**src/constant_velocity_kalman_tracker_assert.svh**
```systemverilog
// ---------------------------------------------------------------------------
// Assertion macros for the constant-velocity Kalman tracker.
// Each macro checks a property on the rising clock edge and is off during reset.
// ---------------------------------------------------------------------------
`ifndef CONSTANT_VELOCITY_KALMAN_TRACKER_ASSERT_SVH
`define CONSTANT_VELOCITY_KALMAN_TRACKER_ASSERT_SVH

// The consequent must hold in the same cycle as the antecedent.
`define CVKT_ASSERT_NOW(label, ante, cons) \
  label: assert property (@(posedge clk_i) disable iff (!rst_ni) (ante) |-> (cons)) \
    else $error("tracker assertion failed");

// The consequent must hold in the cycle after the antecedent.
`define CVKT_ASSERT_NEXT(label, ante, cons) \
  label: assert property (@(posedge clk_i) disable iff (!rst_ni) (ante) |=> (cons)) \
    else $error("tracker assertion failed");

`endif

```
**src/cvkt_pkg.sv**
```systemverilog
`default_nettype none
// ---------------------------------------------------------------------------
// cvkt_pkg
// Shared widths, register codes and the request type of the arithmetic unit.
// ---------------------------------------------------------------------------
package cvkt_pkg;

  localparam int unsigned CFG_IDX_W = 2;
  localparam int unsigned CFG_W     = 32;

  localparam logic [CFG_IDX_W-1:0] CFG_PROCESS_NOISE     = 2'd0;
  localparam logic [CFG_IDX_W-1:0] CFG_MEASUREMENT_NOISE = 2'd1;

  localparam logic [CFG_W-1:0] PROCESS_NOISE_RESET     = 32'd4294967;
  localparam logic [CFG_W-1:0] MEASUREMENT_NOISE_RESET = 32'd214748;

  localparam int unsigned MUL_W  = 64;
  localparam int unsigned PROD_W = 128;
  localparam int unsigned NUM_W  = 113;
  localparam int unsigned DEN_W  = 99;
  localparam int unsigned QUO_W  = 34;
  localparam int unsigned GAIN_W = 33;

  typedef struct packed {
    logic start;
    logic is_div;
  } cvkt_arith_req_t;

endpackage
`default_nettype wire

```
**src/cvkt_arith.sv**
```systemverilog
`default_nettype none
// ---------------------------------------------------------------------------
// cvkt_arith
// Shared multi-cycle unit: signed multiply in 16-bit digits, or a clipped
// unsigned restoring division one quotient bit per cycle.
// ---------------------------------------------------------------------------
module cvkt_arith import cvkt_pkg::*; (
  input  logic                      clk_i,
  input  logic                      rst_ni,
  input  cvkt_arith_req_t           req_i,
  input  logic signed [MUL_W-1:0]   mul_a_i,
  input  logic signed [MUL_W-1:0]   mul_b_i,
  input  logic        [NUM_W-1:0]   div_num_i,
  input  logic        [DEN_W-1:0]   div_den_i,
  output logic                      done_o,
  output logic signed [PROD_W-1:0]  prod_o,
  output logic        [GAIN_W-1:0]  quot_o
);

  localparam logic [5:0] MulSteps = 6'd4;
  localparam logic [5:0] DivSteps = 6'd34;

  logic             busy_q;
  logic [5:0]       cnt_q;
  logic [MUL_W-1:0] ma_q, mb_q;
  logic             neg_q;
  logic [PROD_W-1:0] acc_q;
  logic [DEN_W-1:0] rem_q, den_q;
  logic [QUO_W-1:0] qsh_q, q_q;
  logic             ovf_q;

  logic             ovf_start;
  logic [79:0]      part;
  logic [DEN_W:0]   trial;
  logic             trial_ge;
  logic [MUL_W-1:0] mag_a, mag_b;

  assign mag_a     = mul_a_i[MUL_W-1] ? MUL_W'(-mul_a_i) : MUL_W'(mul_a_i);
  assign mag_b     = mul_b_i[MUL_W-1] ? MUL_W'(-mul_b_i) : MUL_W'(mul_b_i);
  assign ovf_start = {20'd0, div_num_i[NUM_W-1:QUO_W]} >= div_den_i;
  assign part      = ma_q * mb_q[MUL_W-1:MUL_W-16];
  assign trial     = {rem_q, qsh_q[QUO_W-1]};
  assign trial_ge  = trial >= {1'b0, den_q};

  assign done_o = busy_q && (cnt_q == 6'd0);
  assign prod_o = neg_q ? -$signed(acc_q) : $signed(acc_q);
  assign quot_o = (ovf_q || (q_q > 34'h1_0000_0000)) ? 33'h1_0000_0000 : q_q[GAIN_W-1:0];

  always_ff @(posedge clk_i or negedge rst_ni) begin
    if (!rst_ni) begin
      busy_q <= 1'b0;
      cnt_q  <= 6'd0;
    end else if (req_i.start) begin
      busy_q <= 1'b1;
      cnt_q  <= req_i.is_div ? (ovf_start ? 6'd0 : DivSteps) : MulSteps;
    end else if (busy_q) begin
      if (cnt_q == 6'd0) begin
        busy_q <= 1'b0;
      end else begin
        cnt_q <= cnt_q - 6'd1;
      end
    end
  end

  always_ff @(posedge clk_i) begin
    if (req_i.start) begin
      ma_q  <= mag_a;
      mb_q  <= mag_b;
      neg_q <= (!req_i.is_div) && (mul_a_i[MUL_W-1] != mul_b_i[MUL_W-1]);
      acc_q <= '0;
      rem_q <= {20'd0, div_num_i[NUM_W-1:QUO_W]};
      qsh_q <= div_num_i[QUO_W-1:0];
      q_q   <= '0;
      den_q <= div_den_i;
      ovf_q <= ovf_start;
    end else if (busy_q && (cnt_q != 6'd0)) begin
      acc_q <= (acc_q << 16) + {48'd0, part};
      mb_q  <= mb_q << 16;
      qsh_q <= qsh_q << 1;
      if (trial_ge) begin
        rem_q <= DEN_W'(trial - {1'b0, den_q});
        q_q   <= {q_q[QUO_W-2:0], 1'b1};
      end else begin
        rem_q <= trial[DEN_W-1:0];
        q_q   <= {q_q[QUO_W-2:0], 1'b0};
      end
    end
  end

endmodule
`default_nettype wire

```
**config.mk**
```make
export PLATFORM = sky130hd
export DESIGN_NAME = cvkt_arith
export DESIGN_NICKNAME = d
export VERILOG_FILES = /design/src/constant_velocity_kalman_tracker_assert.svh /design/src/cvkt_pkg.sv /design/src/cvkt_arith.sv
export SDC_FILE = /design/constraint.sdc
export NUM_CORES = 2
export LEC_CHECK = 0
export BUFFER_PORTS_ARGS = -buffer_cell sky130_fd_sc_hd__buf_4
export CAP_MARGIN = 0
export CORE_ASPECT_RATIO = 2
export CORE_UTILIZATION = 40
export CTS_CLUSTER_SIZE = 25
export DETAILED_ROUTE_END_ITERATION = 10
export HOLD_SLACK_MARGIN = 0.03
export PLACE_DENSITY = 0.66
export SYNTH_ARGS = -nofsm -noshare
export SYNTH_HDL_FRONTEND = slang
export SYNTH_SLANG_ARGS = --single-unit
```
**constraint.sdc**
```tcl
create_clock -name clk_i -period 9.3 [get_ports clk_i]
set_input_delay 0.93 -clock clk_i [delete_from_list [all_inputs] [get_ports clk_i]]
set_output_delay 0.93 -clock clk_i [all_outputs]
set_load 0.02 [all_outputs]
```
# Word level (Yosys, flattened, before mapping)
# Index checks and enable logic that the tools add are counted.
[classes]
add_sub_neg = 6
multipliers = 1
bitwise_logic = 0
n_div = 0
magnitude_cmp = 3
n_eq_ne = 2
n_shift = 0
reduce_logical = 10
muxes = 20
[ops]
columns = ["operator", "count"]
rows = [
  ["two-way mux 64 bit", 3],
  ["two-way mux 79 bit", 2],
  ["adder 128 x 80 -> 128 bit", 1],
  ["two-way mux 128 bit", 1],
  ["negator 128 bit", 1],
  ["negator 64 bit", 2],
  ["greater-or-equal comparator 100 x 99 -> 1 bit", 1],
  ["greater-or-equal comparator 79 x 99 -> 1 bit", 1],
  ["two-way mux 99 bit", 1],
  ["subtractor 99 bit", 1],
  ["multiplier 64 x 16 -> 80 bit", 1],
  ["two-way mux 34 bit", 2],
  ["two-way mux 63 bit", 1],
  ["greater-than comparator 34 x 33 -> 1 bit, second input constant", 1],
  ["two-way mux 33 bit", 1],
  ["two-way mux 6 bit", 5],
  ["zero test 6 bit", 1],
  ["nonzero test 6 bit", 1],
  ["subtractor 6 x 1 -> 6 bit, second input constant", 1],
  ["two-way mux 1 bit", 4],
  ["nonzero test 2 bit", 2],
  ["logical AND 1 bit", 3],
  ["inequality test 2 bit, second input constant", 1],
  ["AND reduction 2 bit", 1],
  ["3 further kinds", 3],
]
[word_totals]
elab_cells = 55
latchBits = 0
mem_count = 0
reg_bits = 531
rom_bits = 0
in_bits = 344
ram_bits = 0

# Longest topological paths before layout
[depth]
depth_word = 4
depth_mapped = 30
depth_no_buf = 26

# Worst setup path after synthesis
# OpenSTA, ideal clock, no wires.
[synth_timing]
kind = "register to register"
startpoint = "register mb_q[56]"
endpoint = "register acc_q[113]"
period_less_slack_ns = 7.585
stages_incl_launch_ff = 28
required_ns = 9.209
path_slack_ns = 1.715
t_arrival_ns = 7.494
setup_ns = 0.091
cell_sequence = "edfxtp_1 clkbuf_1 clkbuf_1 nand2_1 fa_1 inv_1 fa_1 inv_1 fa_1 inv_1 fa_1 fa_1 inv_1 fa_1 inv_1 ha_1 a21oi_1 o21ai_0 a21oi_1 or2_2 a2111oi_0 o21ai_0 a2111oi_0 o211ai_1 or3_1 clkbuf_1 or3_1 a311oi_1"
[synth_via]
elab_chain_cells = 2
[synth_lines]
columns = ["item", "line", "text"]
rows = [
  ["start: declaration", "cvkt_arith.sv:25", "logic [MUL_W-1:0] ma_q, mb_q;"],
  ["start signal: assignment", "cvkt_arith.sv:68", "mb_q <= mag_b;"],
  ["start signal: assignment", "cvkt_arith.sv:78", "mb_q <= mb_q << 16;"],
  ["multiplier 64 x 16 -> 80 bit", "cvkt_arith.sv:41", "assign part = ma_q * mb_q[MUL_W-1:MUL_W-16];"],
  ["adder 128 x 80 -> 128 bit", "cvkt_arith.sv:77", "acc_q <= (acc_q << 16) + {48'd0, part};"],
  ["end signal: assignment", "cvkt_arith.sv:77", ""],
  ["end: declaration", "cvkt_arith.sv:27", "logic [PROD_W-1:0] acc_q;"],
]
# No other way between the ends.
# A chain may end at the register's enable or synchronous reset.

# Worst setup path in the final report
[layout_timing]
startpoint = "register mb_q[54]"
endpoint = "register acc_q[115]"
# Same word-level chain as after synthesis.

==> metrics.yaml <==
portBuffers: 505
finalSetupTns_ps: 0
failed_checks: "capacitance limit, slew limit"
r2r_cells: 28
numCtsBuffers: 60
worstPathArrival_ps: 9650
critical-path-top-delay-family: "adder cells"
cp_slowest_cell: "a2111oi_1"
finalSetupViolations: 0
crit_type: "flip-flop to flip-flop"
synth_area_um2: 69100
grt_pass1_vias: 65067
syn_to_final_growth_pct: 12.4
ioPinCount: 506
start_util: 0.403
setup_ws_ps: 327
start_kind: "flip-flop"
gp_congestion: 1.06
grt_pass1_wl_um: 416000
routedWlPerCell_um: 26.6
cts_tree: "done"
layout-drive-gt1-share: 0.111
status: "finished, violations left"
die_height_um: 590
min_path_cells: 1
clock_skew_ps: 56.4
cts_root_buffer: "clkbuf_16"
synth_warnings: 0
antenna_found_initial: 29
syn_nets: 9636
grt_max_degree: 186
synth_cell_types: 94
fin_crit_sh: 0.965
dieArea_um2: 175000
ys.flop_type: "edfxtp_1"
clk_latency_ps: 780
nFillCells: 16985
drtIter0Drc: 4192
fp-row-count: 215
final_cell_mix: "inv_1 (1,415), nand2_1 (1,197), fa_1 (931), buf_4 (633), a21oi_1 (454)"
critPathMaxFanout: 31
crit_required_ps: 9980
tightestPinTransition_ps: 1530
dp_hpwl_um: 226000
htree_levels: 2
dr.pass1.iters: 6
ys_async_sr_fraction: 0.0132
final_util: 0.453
min_path_type: "input port to flip-flop"
critPathBufInv: 10
place_ws_ps: 125
hold_viol: 0
vias_per_cell: 5.62
rsz0062_at_grt: "false"
synth_area_per_cell_um2: 8.63
slowest_delay_ps: 780
path_depth: 28
relSlewSlack: -0.0312
regToRegSetupSlack_ps: 330
synth-seq-cells: 531
ys_seq_area_frac: 0.204
grt_usage: 0.329
place_area_um2: 75500
syn_inst: 8010
die_x_um: 296
cpMostUsedCell: "fa_1"
post_cts_buffers: 0
synth_edf_count: 342
gr-total-overflow: 0
fin_crit_ps: 8970
end_kind: "flip-flop"
clock_sinks: 531
final_common_cell: "inv_1"
core_um2: 172000
drtAntennaViolNets: 0
max_freq_ghz: 0.111
nets: 9919
final_max_slew_viol_count: 4
drt_wl_total_um: 284000
clkTransAtPathRegs_ps: 70
cap_violations: 1
cts_buffer_depth: 3
detail_route.drc_violations: 0
stdcell_area_um2: 77700
vias: 59784
==> synth_stat cells (8+ instances only) <==
| master | count | area [um2] |
|---|---|---|
| mux2i_1 | 12 | 120 |
| xnor2_1 | 324 | 2840 |
| o22ai_1 | 14 | 87.6 |
| nand2b_1 | 40 | 250 |
| nand3_1 | 69 | 345 |
| a21oi_1 | 455 | 2280 |
| mux2_2 | 91 | 1020 |
| o31ai_1 | 77 | 578 |
| o21ai_0 | 341 | 1710 |
| o21bai_1 | 46 | 345 |
| or3_1 | 51 | 319 |
| clkbuf_1 | 415 | 1560 |
| nor2_1 | 292 | 1100 |
| o21a_1 | 24 | 180 |
| a21o_1 | 111 | 833 |
| nand2_1 | 1198 | 4500 |
| and2_1 | 425 | 2660 |
| a211oi_1 | 63 | 473 |
| a31oi_1 | 16 | 100 |
| fa_1 | 931 | 18600 |
| nor3_1 | 69 | 345 |
| nor4_1 | 56 | 350 |
| a21boi_0 | 22 | 165 |
| a41oi_1 | 8 | 70.1 |
| o41ai_1 | 48 | 420 |
| or3_2 | 8 | 60.1 |
| nand4_1 | 107 | 669 |
| or2_2 | 25 | 156 |
| nor2b_1 | 25 | 156 |
| dfxtp_1 | 182 | 3640 |
| ha_1 | 351 | 4390 |
| o211ai_1 | 13 | 97.6 |
| inv_1 | 1416 | 5320 |
| or4_1 | 32 | 240 |
| edfxtp_1 | 342 | 10300 |
| xor2_1 | 128 | 1120 |
| a311oi_1 | 8 | 70.1 |
| and3_1 | 30 | 188 |
==> kinds of logic after synthesis <==
| logic type | share of synthesized area |
|---|---|
| xor gates and xnor gates | 0.0573 |
| muxes | 0.0166 |
| AOI/OAI and AO/OA | 0.118 |
| adders and majority gates | 0.333 |
| and+or+nand+nor | 0.169 |
| buffers and inverters | 0.102 |
| DFF | 0.204 |
==> per-layer routing <==
| metal | global-route usage | wire, um |
|---|---|---|
| met1 | 0.297 | 84600 |
| met2 | 0.588 | 146000 |
| met3 | 0.0845 | 21600 |
| met4 | 0.309 | 31100 |
| met5 | 0.00364 | 133 |
==> final cells by class <==
class,count,area [um2],area share
Inverter,1417,5330,0.0686
Antenna cell,26,65.1,0.000837
Tap cell,2278,2850,0.0367
Multi-Input combinational cell,5628,48100,0.619
Clock buffer,78,1700,0.0219
Sequential cell,531,14100,0.181
Clock inverter,34,420,0.00541
Timing Repair Buffer,655,5180,0.0666
==> metrics by stage <==
| step | cells | hold slack [ps] |
|---|---|---|
| after global routing | 10641 | 348 |
| after floorplan | 8010 | 446 |
| final | 10647 | 369 |
| after detailed placement | 10508 | 463 |
| after CTS | 10621 | 327 |
| after global placement | 10508 | 459 |
==> worst reg2reg max path: cells and delay by family (launching register included) <==
kind	cells	cell delay [ps]
fa+ha+maj	7	3640
compound gates	5	1680
buf+inv	10	1510
simple gates	6	1450
flops	1	600
==> registers in the layout, summed over array words and instances, names as in the netlist <==
signal,count
acc_q,128
den_q,99
rem_q,99
ma_q,64
mb_q,64
q_q,34
qsh_q,34
cnt_q,6
busy_q,1
neg_q,1
ovf_q,1
==> repair_timing <==
item	4_1_cts	5_1_grt
resized for setup	0	1
setup endpoints to repair	0	6
hold endpoints to repair	7	0
hold buffers	1	0
==> final timing paths <==
kind | startpoint | to
min in group asynchronous | rst_ni | busy_q
worst max-delay path | mb_q[54] | acc_q[115]
worst max register to register | mb_q[54] | acc_q[115]
worst min register to register | acc_q[127] | acc_q[127]
max in group asynchronous | rst_ni | cnt_q[3]
worst min-delay path | div_den_i[7] | den_q[7]
Power is not shown: default switching activity piles up to over one toggle a cycle in this logic, so the estimate is an artifact.
